--- config.mk ---
export PLATFORM = sky130hd
export DESIGN_NAME = steering_pd_gyro_feedforward_flat
export DESIGN_NICKNAME = d
export VERILOG_FILES = /design/src/sv/spdg_pkg.sv /design/src/sv/spdg_if.sv /design/src/sv/steering_pd_gyro_feedforward.sv /design/src/sv/spdg_cfg.sv /design/src/sv/spdg_mac.sv /design/src/flat_wrapper.sv
export SDC_FILE = /design/constraint.sdc
export NUM_CORES = 2
export LEC_CHECK = 0
export ABC_AREA = 1
export BUFFER_PORTS_ARGS = -buffer_cell sky130_fd_sc_hd__buf_2
export CAP_MARGIN = 20
export CORE_MARGIN = 1.5
export CORE_UTILIZATION = 50
export DETAILED_ROUTE_END_ITERATION = 6
export GPL_ROUTABILITY_DRIVEN = 0
export PLACE_DENSITY = 0.75
export REMOVE_ABC_BUFFERS = 1
export SYNTH_ARGS = -nofsm -noshare
export SYNTH_HDL_FRONTEND = slang
export SYNTH_SLANG_ARGS = --single-unit
--- constraint.sdc ---
create_clock -name clk -period 8.6 [get_ports clk]
set_clock_uncertainty 0.1 [all_clocks]
set_input_delay 1.29 -clock clk [delete_from_list [all_inputs] [get_ports clk]]
set_output_delay 1.29 -clock clk [all_outputs]
set_load 0.05 [all_outputs]
--- src/sv/spdg_pkg.sv ---
package spdg_pkg;

  // Field widths
  localparam int ENC_W      = 12;
  localparam int Q_W        = 16;
  localparam int MAXANG_W   = 15;
  localparam int DUTY_W     = 14;
  localparam int ANGLE_W    = 24;
  localparam int ERR_W      = 25;
  localparam int DERR_W     = 26;

  // Shared multiplier and accumulator widths
  localparam int MA_W       = 27;
  localparam int MB_W       = 17;
  localparam int ACC_W      = MA_W + MB_W;

  // Configuration port
  localparam int CFG_IDX_W  = 8;
  localparam int CFG_DATA_W = 16;

  localparam int ENCODER_COUNTS_DEF = 4096;

  localparam logic signed [ANGLE_W-1:0] ANGLE_MAX = 24'sh7FFFFF;
  localparam logic signed [ANGLE_W-1:0] ANGLE_MIN = 24'sh800000;

  // Register indexes
  localparam logic [CFG_IDX_W-1:0] REG_HOME_RAW    = 8'd0;
  localparam logic [CFG_IDX_W-1:0] REG_LEFT_SCALE  = 8'd1;
  localparam logic [CFG_IDX_W-1:0] REG_RIGHT_SCALE = 8'd2;
  localparam logic [CFG_IDX_W-1:0] REG_MAX_ANGLE   = 8'd3;
  localparam logic [CFG_IDX_W-1:0] REG_PROP_GAIN   = 8'd4;
  localparam logic [CFG_IDX_W-1:0] REG_DERIV_GAIN  = 8'd5;
  localparam logic [CFG_IDX_W-1:0] REG_GYRO_GAIN   = 8'd6;
  localparam logic [CFG_IDX_W-1:0] REG_DUTY_LIMIT  = 8'd7;

  typedef struct packed {
    logic [ENC_W-1:0]        home_raw;
    logic [Q_W-1:0]          left_scale;
    logic [Q_W-1:0]          right_scale;
    logic [MAXANG_W-1:0]     max_angle;
    logic [Q_W-1:0]          prop_gain;
    logic [Q_W-1:0]          deriv_gain;
    logic signed [Q_W-1:0]   gyro_gain;
    logic [DUTY_W-1:0]       duty_limit;
  } cfg_t;

  localparam cfg_t CFG_RESET = '{
    home_raw:    12'd2139,
    left_scale:  16'd2779,
    right_scale: 16'd2333,
    max_angle:   15'd11520,
    prop_gain:   16'd0,
    deriv_gain:  16'd0,
    gyro_gain:   16'sd0,
    duty_limit:  14'd10000
  };

  // Accumulator operation of the shared MAC
  typedef enum logic [1:0] {
    ACC_HOLD,
    ACC_LOAD,
    ACC_ADD
  } acc_op_t;

  typedef struct packed {
    logic    mul_en;
    acc_op_t acc_op;
    logic    shl8;
  } mac_ctl_t;

endpackage

--- src/sv/spdg_if.sv ---
// Input channel: one control tick per beat
interface spdg_in_if import spdg_pkg::*; ();
  logic                    valid;
  logic                    ready;
  logic [ENC_W-1:0]        encoder_raw;
  logic signed [Q_W-1:0]   target_angle;
  logic signed [Q_W-1:0]   gyro_rate;

  modport source (output valid, encoder_raw, target_angle, gyro_rate, input ready);
  modport sink   (input valid, encoder_raw, target_angle, gyro_rate, output ready);
endinterface

// Result channel: PWM duties and measured angle
interface spdg_out_if import spdg_pkg::*; ();
  logic                      valid;
  logic                      ready;
  logic [DUTY_W-1:0]         duty_left_pin;
  logic [DUTY_W-1:0]         duty_right_pin;
  logic signed [ANGLE_W-1:0] measured_angle;
  logic                      saturated;

  modport source (output valid, duty_left_pin, duty_right_pin, measured_angle, saturated,
                  input ready);
  modport sink   (input valid, duty_left_pin, duty_right_pin, measured_angle, saturated,
                  output ready);
endinterface

// Register write channel
interface spdg_cfg_if import spdg_pkg::*; ();
  logic                  valid;
  logic                  ready;
  logic [CFG_IDX_W-1:0]  index;
  logic [CFG_DATA_W-1:0] data;

  modport source (output valid, index, data, input ready);
  modport sink   (input valid, index, data, output ready);
endinterface

--- src/sv/steering_pd_gyro_feedforward.sv ---
// Steering PD controller with gyro feedforward. Each input beat carries an
// absolute encoder count, a Q8.8 target angle and a gyro yaw rate; each one
// yields exactly one result beat with the left/right PWM duty, the measured
// angle (Q16.8 degrees, left negative) and a saturation flag. One signed
// 27x17 multiplier is shared for the angle scaling and the three controller
// terms, so each beat steps through S_MUL_M, S_ANGLE, S_ERR, S_MUL_P,
// S_MUL_D, S_MUL_G, S_ACC_G and S_SAT before S_OUT loads the result register,
// which waits while the previous result is still not taken; in_bus.ready is
// high only while the sequencer is idle, so the next beat is taken only after
// that load. The previous error is kept internally and cleared by reset.
// Registers may be written through cfg_bus at any time the block is idle.
module steering_pd_gyro_feedforward import spdg_pkg::*; #(
  parameter int ENCODER_COUNTS = ENCODER_COUNTS_DEF
) (
  input  logic        clk,
  input  logic        rst_n,
  spdg_in_if.sink     in_bus,
  spdg_out_if.source  out_bus,
  spdg_cfg_if.sink    cfg_bus
);

  // Wrapped difference width: holds +-max(4096, ENCODER_COUNTS) with headroom
  localparam int SPAN = (ENCODER_COUNTS > (1 << ENC_W)) ? ENCODER_COUNTS : (1 << ENC_W);
  localparam int DW   = $clog2(SPAN) + 2;
  localparam logic signed [DW-1:0] HALF_S = DW'(ENCODER_COUNTS / 2);
  localparam logic signed [DW-1:0] EC_S   = DW'(ENCODER_COUNTS);

  typedef enum logic [3:0] {
    S_IDLE,
    S_MUL_M,
    S_ANGLE,
    S_ERR,
    S_MUL_P,
    S_MUL_D,
    S_MUL_G,
    S_ACC_G,
    S_SAT,
    S_OUT
  } state_t;

  cfg_t                      cfg;
  mac_ctl_t                  mac_ctl;
  logic signed [MA_W-1:0]    op_a;
  logic signed [MB_W-1:0]    op_b;
  logic signed [ACC_W-1:0]   mac_prod;
  logic signed [ACC_W-1:0]   mac_acc;

  state_t                    state_r, state_nxt;
  logic signed [DW-1:0]      diff_r;
  logic signed [Q_W-1:0]     tgt_r;
  logic signed [Q_W-1:0]     gyro_r;
  logic signed [ANGLE_W-1:0] angle_r;
  logic signed [ERR_W-1:0]   err_r;
  logic signed [ERR_W-1:0]   prev_err_r;
  logic signed [ACC_W-1:0]   sum_r;
  logic                      sat_r;
  logic                      out_valid_r;
  logic [DUTY_W-1:0]         duty_l_r;
  logic [DUTY_W-1:0]         duty_r_r;
  logic signed [ANGLE_W-1:0] angle_out_r;
  logic                      sat_out_r;

  logic signed [DW-1:0]      diff_raw, diff_wrap;
  logic signed [MA_W-1:0]    diff_mag;
  logic signed [DERR_W-1:0]  derr;
  logic [27:0]               meas_mag;
  logic signed [ANGLE_W-1:0] angle_calc;
  logic signed [Q_W:0]       tgt_ext, lim_ext;
  logic signed [Q_W-1:0]     tgt_clamp;
  logic signed [ACC_W-1:0]   dlim;
  logic signed [ACC_W-1:0]   sum_neg;
  logic                      accept_in, out_free;

  spdg_cfg u_cfg (
    .clk     (clk),
    .rst_n   (rst_n),
    .cfg_bus (cfg_bus),
    .cfg     (cfg)
  );

  spdg_mac u_mac (
    .clk  (clk),
    .ctl  (mac_ctl),
    .op_a (op_a),
    .op_b (op_b),
    .prod (mac_prod),
    .acc  (mac_acc)
  );

  assign in_bus.ready = (state_r == S_IDLE);
  assign accept_in    = in_bus.valid && (state_r == S_IDLE);
  assign out_free     = !out_valid_r || out_bus.ready;

  // Encoder difference, wrapped by half a turn
  always_comb begin
    diff_raw = DW'(signed'({1'b0, in_bus.encoder_raw})) - DW'(signed'({1'b0, cfg.home_raw}));
    if (diff_raw > HALF_S) begin
      diff_wrap = diff_raw - EC_S;
    end else if (diff_raw < -HALF_S) begin
      diff_wrap = diff_raw + EC_S;
    end else begin
      diff_wrap = diff_raw;
    end
  end

  assign diff_mag = diff_r[DW-1] ? MA_W'(-diff_r) : MA_W'(diff_r);
  assign derr     = DERR_W'(err_r) - DERR_W'(prev_err_r);

  // Scaled count to angle: left (diff >= 0) negative, saturate to 24 bits
  assign meas_mag = mac_prod[35:8];
  always_comb begin
    if (!diff_r[DW-1]) begin
      if (meas_mag > 28'd8388608) begin
        angle_calc = ANGLE_MIN;
      end else begin
        angle_calc = ANGLE_W'(-signed'({1'b0, meas_mag}));
      end
    end else begin
      if (meas_mag > 28'd8388607) begin
        angle_calc = ANGLE_MAX;
      end else begin
        angle_calc = signed'(meas_mag[ANGLE_W-1:0]);
      end
    end
  end

  // Target clamp to +-max_angle
  always_comb begin
    tgt_ext = (Q_W + 1)'(tgt_r);
    lim_ext = signed'({2'b00, cfg.max_angle});
    if (tgt_ext > lim_ext) begin
      tgt_clamp = Q_W'(lim_ext);
    end else if (tgt_ext < -lim_ext) begin
      tgt_clamp = Q_W'(-lim_ext);
    end else begin
      tgt_clamp = tgt_r;
    end
  end

  assign dlim    = ACC_W'(signed'({1'b0, cfg.duty_limit, 16'h0000}));
  assign sum_neg = -sum_r;

  // Operand select and MAC control per step
  always_comb begin
    op_a    = '0;
    op_b    = '0;
    mac_ctl = '{mul_en: 1'b0, acc_op: ACC_HOLD, shl8: 1'b0};
    unique case (state_r)
      S_MUL_M: begin
        op_a           = diff_mag;
        op_b           = diff_r[DW-1] ? signed'({1'b0, cfg.right_scale})
                                      : signed'({1'b0, cfg.left_scale});
        mac_ctl.mul_en = 1'b1;
      end
      S_MUL_P: begin
        op_a           = MA_W'(err_r);
        op_b           = signed'({1'b0, cfg.prop_gain});
        mac_ctl.mul_en = 1'b1;
      end
      S_MUL_D: begin
        op_a           = MA_W'(derr);
        op_b           = signed'({1'b0, cfg.deriv_gain});
        mac_ctl.mul_en = 1'b1;
        mac_ctl.acc_op = ACC_LOAD;
      end
      S_MUL_G: begin
        op_a           = MA_W'(gyro_r);
        op_b           = MB_W'(cfg.gyro_gain);
        mac_ctl.mul_en = 1'b1;
        mac_ctl.acc_op = ACC_ADD;
      end
      S_ACC_G: begin
        mac_ctl.acc_op = ACC_ADD;
        mac_ctl.shl8   = 1'b1;
      end
      default: ;
    endcase
  end

  // Sequencer
  always_comb begin
    state_nxt = state_r;
    unique case (state_r)
      S_IDLE:  if (accept_in) state_nxt = S_MUL_M;
      S_MUL_M: state_nxt = S_ANGLE;
      S_ANGLE: state_nxt = S_ERR;
      S_ERR:   state_nxt = S_MUL_P;
      S_MUL_P: state_nxt = S_MUL_D;
      S_MUL_D: state_nxt = S_MUL_G;
      S_MUL_G: state_nxt = S_ACC_G;
      S_ACC_G: state_nxt = S_SAT;
      S_SAT:   state_nxt = S_OUT;
      S_OUT:   if (out_free) state_nxt = S_IDLE;
      default: state_nxt = S_IDLE;
    endcase
  end

  // State, datapath and result registers
  always_ff @(posedge clk) begin
    if (!rst_n) begin
      state_r     <= S_IDLE;
      out_valid_r <= 1'b0;
      prev_err_r  <= '0;
    end else begin
      state_r <= state_nxt;

      // result taken; a new one loaded in S_OUT is handled below
      if (out_valid_r && out_bus.ready && (state_r != S_OUT)) begin
        out_valid_r <= 1'b0;
      end

      unique case (state_r)
        S_IDLE: begin
          if (accept_in) begin
            diff_r <= diff_wrap;
            tgt_r  <= in_bus.target_angle;
            gyro_r <= in_bus.gyro_rate;
          end
        end
        S_ANGLE: begin
          angle_r <= angle_calc;
          tgt_r   <= tgt_clamp;
        end
        S_ERR: begin
          err_r <= ERR_W'(tgt_r) - ERR_W'(angle_r);
        end
        S_SAT: begin
          if (mac_acc > dlim) begin
            sum_r <= dlim;
            sat_r <= 1'b1;
          end else if (mac_acc < -dlim) begin
            sum_r <= -dlim;
            sat_r <= 1'b1;
          end else begin
            sum_r <= mac_acc;
            sat_r <= 1'b0;
          end
        end
        S_OUT: begin
          if (out_free) begin
            out_valid_r <= 1'b1;
            prev_err_r  <= err_r;
            angle_out_r <= angle_r;
            sat_out_r   <= sat_r;
            if (!sum_r[ACC_W-1]) begin
              duty_l_r <= '0;
              duty_r_r <= sum_r[29:16];
            end else begin
              duty_l_r <= sum_neg[29:16];
              duty_r_r <= '0;
            end
          end
        end
        default: ;
      endcase
    end
  end

  assign out_bus.valid          = out_valid_r;
  assign out_bus.duty_left_pin  = duty_l_r;
  assign out_bus.duty_right_pin = duty_r_r;
  assign out_bus.measured_angle = angle_out_r;
  assign out_bus.saturated      = sat_out_r;

endmodule

--- src/sv/spdg_cfg.sv ---
// Configuration register file, always ready for a write beat
module spdg_cfg import spdg_pkg::*; (
  input  logic        clk,
  input  logic        rst_n,
  spdg_cfg_if.sink    cfg_bus,
  output cfg_t        cfg
);

  cfg_t cfg_r;

  assign cfg_bus.ready = 1'b1;
  assign cfg          = cfg_r;

  // Register writes; unknown indexes are dropped
  always_ff @(posedge clk) begin
    if (!rst_n) begin
      cfg_r <= CFG_RESET;
    end else if (cfg_bus.valid) begin
      unique case (cfg_bus.index)
        REG_HOME_RAW:    cfg_r.home_raw    <= cfg_bus.data[ENC_W-1:0];
        REG_LEFT_SCALE:  cfg_r.left_scale  <= cfg_bus.data[Q_W-1:0];
        REG_RIGHT_SCALE: cfg_r.right_scale <= cfg_bus.data[Q_W-1:0];
        REG_MAX_ANGLE:   cfg_r.max_angle   <= cfg_bus.data[MAXANG_W-1:0];
        REG_PROP_GAIN:   cfg_r.prop_gain   <= cfg_bus.data[Q_W-1:0];
        REG_DERIV_GAIN:  cfg_r.deriv_gain  <= cfg_bus.data[Q_W-1:0];
        REG_GYRO_GAIN:   cfg_r.gyro_gain   <= signed'(cfg_bus.data[Q_W-1:0]);
        REG_DUTY_LIMIT:  cfg_r.duty_limit  <= cfg_bus.data[DUTY_W-1:0];
        default: ;
      endcase
    end
  end

endmodule

--- src/sv/spdg_mac.sv ---
// Shared signed multiplier with registered product and an accumulator behind it
module spdg_mac import spdg_pkg::*; (
  input  logic                     clk,
  input  mac_ctl_t                 ctl,
  input  logic signed [MA_W-1:0]   op_a,
  input  logic signed [MB_W-1:0]   op_b,
  output logic signed [ACC_W-1:0]  prod,
  output logic signed [ACC_W-1:0]  acc
);

  logic signed [ACC_W-1:0] prod_r;
  logic signed [ACC_W-1:0] acc_r;
  logic signed [ACC_W-1:0] addend;

  // Gyro term carries an extra x256
  assign addend = ctl.shl8 ? (prod_r <<< 8) : prod_r;

  always_ff @(posedge clk) begin
    if (ctl.mul_en) begin
      prod_r <= op_a * op_b;
    end
    case (ctl.acc_op)
      ACC_LOAD: acc_r <= addend;
      ACC_ADD:  acc_r <= acc_r + addend;
      default:  ;
    endcase
  end

  assign prod = prod_r;
  assign acc  = acc_r;

endmodule

--- src/flat_wrapper.sv ---
// flat-port wrapper written by rule: the top's interface ports become plain ports
module steering_pd_gyro_feedforward_flat import spdg_pkg::*;
#(
  parameter int ENCODER_COUNTS = ENCODER_COUNTS_DEF
)
  (clk, rst_n, in_bus_valid, in_bus_encoder_raw, in_bus_target_angle, in_bus_gyro_rate, in_bus_ready, out_bus_valid, out_bus_duty_left_pin, out_bus_duty_right_pin, out_bus_measured_angle, out_bus_saturated, out_bus_ready, cfg_bus_valid, cfg_bus_index, cfg_bus_data, cfg_bus_ready);
  spdg_in_if in_bus_i ();
  spdg_out_if out_bus_i ();
  spdg_cfg_if cfg_bus_i ();
  input  logic clk;
  input  logic rst_n;
  input wire logic [$bits(in_bus_i.valid)-1:0] in_bus_valid;
  input wire logic [$bits(in_bus_i.encoder_raw)-1:0] in_bus_encoder_raw;
  input wire logic [$bits(in_bus_i.target_angle)-1:0] in_bus_target_angle;
  input wire logic [$bits(in_bus_i.gyro_rate)-1:0] in_bus_gyro_rate;
  output wire logic [$bits(in_bus_i.ready)-1:0] in_bus_ready;
  output wire logic [$bits(out_bus_i.valid)-1:0] out_bus_valid;
  output wire logic [$bits(out_bus_i.duty_left_pin)-1:0] out_bus_duty_left_pin;
  output wire logic [$bits(out_bus_i.duty_right_pin)-1:0] out_bus_duty_right_pin;
  output wire logic [$bits(out_bus_i.measured_angle)-1:0] out_bus_measured_angle;
  output wire logic [$bits(out_bus_i.saturated)-1:0] out_bus_saturated;
  input wire logic [$bits(out_bus_i.ready)-1:0] out_bus_ready;
  input wire logic [$bits(cfg_bus_i.valid)-1:0] cfg_bus_valid;
  input wire logic [$bits(cfg_bus_i.index)-1:0] cfg_bus_index;
  input wire logic [$bits(cfg_bus_i.data)-1:0] cfg_bus_data;
  output wire logic [$bits(cfg_bus_i.ready)-1:0] cfg_bus_ready;
  assign in_bus_i.valid = in_bus_valid;
  assign in_bus_i.encoder_raw = in_bus_encoder_raw;
  assign in_bus_i.target_angle = in_bus_target_angle;
  assign in_bus_i.gyro_rate = in_bus_gyro_rate;
  assign in_bus_ready = in_bus_i.ready;
  assign out_bus_valid = out_bus_i.valid;
  assign out_bus_duty_left_pin = out_bus_i.duty_left_pin;
  assign out_bus_duty_right_pin = out_bus_i.duty_right_pin;
  assign out_bus_measured_angle = out_bus_i.measured_angle;
  assign out_bus_saturated = out_bus_i.saturated;
  assign out_bus_i.ready = out_bus_ready;
  assign cfg_bus_i.valid = cfg_bus_valid;
  assign cfg_bus_i.index = cfg_bus_index;
  assign cfg_bus_i.data = cfg_bus_data;
  assign cfg_bus_ready = cfg_bus_i.ready;
  steering_pd_gyro_feedforward #(.ENCODER_COUNTS(ENCODER_COUNTS)) u_core (.clk(clk), .rst_n(rst_n), .in_bus(in_bus_i), .out_bus(out_bus_i), .cfg_bus(cfg_bus_i));
endmodule
# Word-level counts from Yosys, hierarchy flattened
# Cells that the tools add are included.
dict set report totals {
  latchBits 0
  word_cells 121
  ram_bits 0
  input_bits 73
  romBits 0
  mem_count 0
  register_bits 432
}
dict set report classes {
  div 0
  n_eq_ne 22
  n_reduce_logical 27
  n_shift 0
  muxes 27
  magnitude_cmp 8
  multipliers 1
  n_addsub 11
  bitwise_logic 0
}
# cell count
set ops {}
lappend ops {{$pmux 27 s4} 1}
lappend ops {{$mux 44} 2}
lappend ops {{$pmux 44 s2} 1}
lappend ops {{$mux 24} 3}
lappend ops {{$pmux 17 s4} 1}
lappend ops {{$mux 16} 4}
lappend ops {{$add 44x44->44} 1}
lappend ops {{$gt 44x31->1} 1}
lappend ops {{$lt 44x44->1} 1}
lappend ops {{$mul 27x17->44} 1}
lappend ops {{$neg 30->44} 1}
lappend ops {{$pmux 4 s10} 1}
lappend ops {{$eq 8x3->1 const B} 4}
lappend ops {{$pmux 16 s2} 1}
lappend ops {{$mux 30} 1}
lappend ops {{$neg 30->30} 1}
lappend ops {{$gt 28x23->1 const B} 1}
lappend ops {{$gt 28x24->1 const B} 1}
lappend ops {{$mux 14} 2}
lappend ops {{$mux 27} 1}
lappend ops {{$neg 14->27} 1}
lappend ops {{$reduce_and 2->1} 13}
lappend ops {{$sub 25x25->26} 1}
lappend ops {{$sub 16x24->25} 1}
lappend ops {{33 further kinds} 50}

# Longest topological paths before layout
dict set report logic_depth {
  depth_word 5
  ltp_mapped 36
  ltp_nobuf 36
}

# By module
# Synthesis repeated with hierarchy kept, for this count alone.
dict set report unflattened {
  cells_unflattened 6191
  hier_area_um2 45482.4
}
# mod n_inst seq_area_each_um2 area_each_um2 cells_each
set modules_own_cells {}
lappend modules_own_cells {spdg_mac 1 2642.5 24644.9 3396}
lappend modules_own_cells {steering_pd_gyro_feedforward 1 6005.8 15977.8 2120}
lappend modules_own_cells {spdg_cfg 1 2422.3 4859.7 675}

# Worst setup path after synthesis
# No wires, ideal clock.
dict set report synth_timing {
  kind {flip-flop to flip-flop}
  from {register u_core.err_r[8]}
  to {register u_core.u_mac.prod_r[43], in the netlist u_core.u_mac.prod[43] (data pin)}
  n_path_buf 1
  synth_period_minus_slack_ns 7.306
  path_stages_with_launch 32
  setup_ns 0.258
  path_slack_ns 1.294
  t_arrival_ns 6.948
  path_cell_list {edfxtp_1 -> ha_1 -> a21oi_1 -> inv_1 -> a21oi_1 -> nand3_1 -> nand2_1 -> nand3_1 -> nand2_1 -> nand3_1 -> nand2_2 -> buf_4 -> nand2_1 -> fa_1 -> inv_1 -> fa_1 -> fa_1 -> inv_1 -> fa_1 -> inv_1 -> fa_1 -> inv_1 -> fa_1 -> inv_1 -> ha_1 -> inv_1 -> nor3_1 -> nand2_1 -> nor3_1 -> nand3_1 -> nand3_1 -> xnor2_1}
}
dict set report synth_between {
  elab_chain_len 3
}
# item line
set synth_lines {}
lappend synth_lines {{from (decl)} steering_pd_gyro_feedforward.sv:53} ;# logic signed [ERR_W-1:0] err_r;
lappend synth_lines {{from (signal assigned)} steering_pd_gyro_feedforward.sv:225} ;# err_r <= ERR_W'(tgt_r) - ERR_W'(angle_r);
lappend synth_lines {{$sub 25x25->26} steering_pd_gyro_feedforward.sv:107} ;# assign derr = DERR_W'(err_r) - DERR_W'(prev_err_r);
lappend synth_lines {{$pmux 27 s4 (*)} steering_pd_gyro_feedforward.sv:148} ;# unique case (state_r)
lappend synth_lines {{$mul 27x17->44 (*)} spdg_mac.sv:20} ;# prod_r <= op_a * op_b;
lappend synth_lines {{to (signal assigned)} spdg_mac.sv:20}
lappend synth_lines {{to (decl)} spdg_mac.sv:11} ;# logic signed [ACC_W-1:0] prod_r;
# Mark *: on every way between the ends. The rest lies on a longest branch, timed or not.
# A chain may end at the register's enable or synchronous reset.

# Worst setup path in the final report
dict set report layout_timing {
  from {register u_core.state_r[3]}
  to {register u_core.u_mac.prod_r[40], in the netlist u_core.u_mac.prod[40] (data pin)}
}
dict set report layout_between {
  elab_chain_len 3
  word_cells_on_any_way 7
}
# item line
set layout_lines {}
lappend layout_lines {{from (decl)} steering_pd_gyro_feedforward.sv:48} ;# state_t state_r, state_nxt;
lappend layout_lines {{from (signal assigned)} steering_pd_gyro_feedforward.sv:205} ;# state_r <= state_nxt;
lappend layout_lines {{$eq 4x3->1 / $eq 4x1->1 (equally long branches)} steering_pd_gyro_feedforward.sv:148}
lappend layout_lines {{$pmux 27 s4 / $pmux 17 s4 (equally long branches)} steering_pd_gyro_feedforward.sv:148}
lappend layout_lines {{$mul 27x17->44 (*)} spdg_mac.sv:20}
# Marks and branches as above.

==> summary.txt <==
Finish
  – NumNets Final: 6537
  – Number of fill cells: 7916
  – Commonest cells after routing, fill and taps aside: nand2_1, inv_1, nor2_1, fa_1, a21oi_1
  – Ant diodes: 0
  – Area of the multi-input gates: 0.0281 mm²
  – Area Overhead vs Synth: 8.42%
  – Commonest non-fill, non-tap cell in the layout: nand2_1
  – Layout cells sized above 1: 0.0718
  – Design area: 0.0475 mm²
  – Register area: 0.0111 mm²
  – Final Util: 0.547

Global route
  – All-layer global routing usage: 0.296
  – Antenna violations before repair: 5
  – Vias in the first global route: 37700
  – Global-route wire length before repair: 208000 µm
  – Remaining Overflow, GRT: 0
  – Largest net degree at the start of global routing: 82

Timing
  – Slew Limit Fails: 0
  – Hold Vio Cnt, Final: 0
  – Setup violators final: 0
  – RSZ-0062 raised after global routing: no
  – Setup TNS: 0 ns
  – Slew headroom: 0.306
  – Maximum clock rate: 121 MHz
  – Post-layout min period: 8.25 ns
  – Tcrit/Tclk final: 0.959
  – Final WS setup: 0.353 ns
  – Worst-margin pin slew: 1.04 ns

Clocking
  – TritonCTS clock tree: built
  – H-tree levels: 2
  – Clock Path Buffers: 3
  – Root buffer cell: clkbuf_16
  – PostCTS Resize Cnt: 0
  – Setup bufs post-CTS: 0
  – Clk Latency, worst-skew pair: 0.63 ns
  – Total CTS buffers: 46
  – Post-CTS Hold Buffers: 0
  – Clock sinks: 419
  – Reg clk slew, reported paths: 0.06 ns

Floorplanning
  – Chip width: 299 µm
  – # IOs: 129
  – Die Y: 299 µm
  – Row count: 108
  – Area of the core: 0.0868 mm²
  – Die area: 0.0894 mm²
  – Initial Util: 0.505

Route
  – Avg WL per Cell: 19.2 µm
  – Vias: 39300
  – DR pass1 iterations: 7
  – Via density: 5.68
  – Number of DRC markers in iteration 0: 4148
  – Post-route ant nets: 0
  – Met3 WL: 16800 µm
  – M1 WL: 51000 µm
  – Met2 Wirelength: 57500 µm
  – DRT Wirelength: 133000 µm
  – DR top layer: met5
  – DR DRC count: 2

Placement
  – Post-Place Cell Area: 0.0458 mm²
  – Port Buffer Count: 127
  – Pre-CTS WS: 0.306 ns
  – Dpl hpwl: 106000 µm

Outcome
  – Status: finished with violations
  – Failing checks: design-rule violations

Power
  – Max VDD drop: 0.149 mV
  – Leak pwr: 0.0232 µW
  – Power per standard cell area: 124 mW/mm²

Synthesis
  – Seq cells post-synth: 419
  – Mapped Cells: 5618
  – Area contributors post-synth: fa_1, edfxtp_1, nand2_1
  – Synthesis warning total: 0
  – EDFF count, synth: 268
  – Post-synth ARST share: 0
  – Mapped Area: 0.0438 mm²
  – Area leader, netlist: fa_1
  – Yosys top cell area share: 0.206
  – Sequential cell area fraction in the yosys report: 0.253
  – Yosys cell types: 57
  – Mean Syn Cell Area: 7.80 µm²
  – Top FF cell, synth: edfxtp_1

Critical path
  – WP data arrival: 8.57 ns
  – Largest fanout on the critical path: 23
  – Worst Path Buf+Inv: 9
  – Endpoint type of the worst setup path: flip-flop
  – Slowest-stage cell, CP: nor3_2
  – Setup CP Type: flip-flop to flip-flop
  – Cell family with the largest share of critical-path delay: adder cells
  – Worst Setup Start Kind: flip-flop
  – CP Data Required Time: 8.92 ns
  – Max stage delay on crit path: 0.85 ns

Worst hold path
  – HP Class: flip-flop to flip-flop

Run
  – Max cap viols: 0
-- power breakdown --
part / internal, µW / total [µW] / switching (µW) / leakage [µW]
sequential: 2250 / 2330 / 85.6 / 0.00368
combinational: 455 / 1520 / 1070 / 0.0188
clock: 1150 / 2030 / 881 / 0.000768
total: 3850 / 5880 / 2030 / 0.0232
-- cell usage after synthesis, types with 12 or more instances --
cell and n:
nand3_1 216, nor2_1 613, nor4_1 27, o21bai_1 26
dfxtp_1 151, xnor2_1 40, a21oi_1 394, inv_2 31
buf_2 52, clkbuf_1 70, inv_1 1063, o211ai_1 32
ha_1 287, nand4_1 59, nor2_2 16, o21ai_0 346
nand2_1 1126, nand3_2 13, o21ai_1 12, a21o_1 18
a22o_1 25, xor2_1 94, a31oi_1 22, edfxtp_1 268
nor3_1 51, fa_1 450
-- stage by stage --
stage,instances,hold slack [ns],total power (µW)
floorplan,5480,0.300,3280
global placement,6833,0.302,3810
detailed placement,6833,0.331,3830
CTS,6919,0.343,5850
global route,6920,0.354,6110
finish,6920,0.337,5880
-- kinds of logic (layout without fill, tap and decap cells) --
family | Yosys count | count (layout) | share of synthesized area
mux | 1 | 1 | 0.000229
xor+xnor | 134 | 134 | 0.0268
simple gates | 2188 | 2188 | 0.211
compound gates | 898 | 898 | 0.112
other cells | 1 | 1 | 0.0000856
buf+inv | 1240 | 1387 | 0.110
fa+ha+maj | 737 | 737 | 0.288
flops | 419 | 419 | 0.253
-- registers in the layout, summed over array words and instances (netlist names) --
register and count:
u_core.u_cfg.cfg 121, u_core.u_mac.acc 44, u_core.u_mac.prod 44, u_core.sum_r 31, u_core.err_r 25, u_core.prev_err_r 25, u_core.angle_r 24, u_core.out_bus.measured_angle 24
u_core.gyro_r 16, u_core.tgt_r 16, u_core.diff_r 14, u_core.out_bus.duty_left_pin 14, u_core.out_bus.duty_right_pin 14, u_core.state_r 4, u_core.out_bus.saturated 1, u_core.out_bus.valid 1
u_core.sat_r 1
-- final cells by class --
cell class	count	area share
timing repair buffer	199	0.0255
clock buffer	63	0.0284
multi-input combinational	3959	0.591
clock inverter	23	0.00443
tap	1155	0.0304
sequential	419	0.233
inverter	1102	0.0872
-- path summary, 6_finish.rpt --
| path | startpoint | endpoint | slack (ns) | cells past startpoint |
|---|---|---|---|---|
| setup reg to reg | u_core.state_r[3] | u_core.u_mac.prod[40] | 0.35 | 28 |
| hold reg to reg | u_core.sat_r | u_core.out_bus.saturated | 0.34 | 0 |
| setup / recovery | u_core.state_r[3] | u_core.u_mac.prod[40] | 0.35 | 28 |
| hold / removal | u_core.sat_r | u_core.out_bus.saturated | 0.34 | 0 |
-- routing by layer --
layer / vias up / GRT usage
met5: - / 0
met4: 8 / 0.139
met3: 455 / 0.0706
met2: 2330 / 0.449
met1: 18500 / 0.400
li1: 18000 / -
Power figures use the tool's default switching activity.
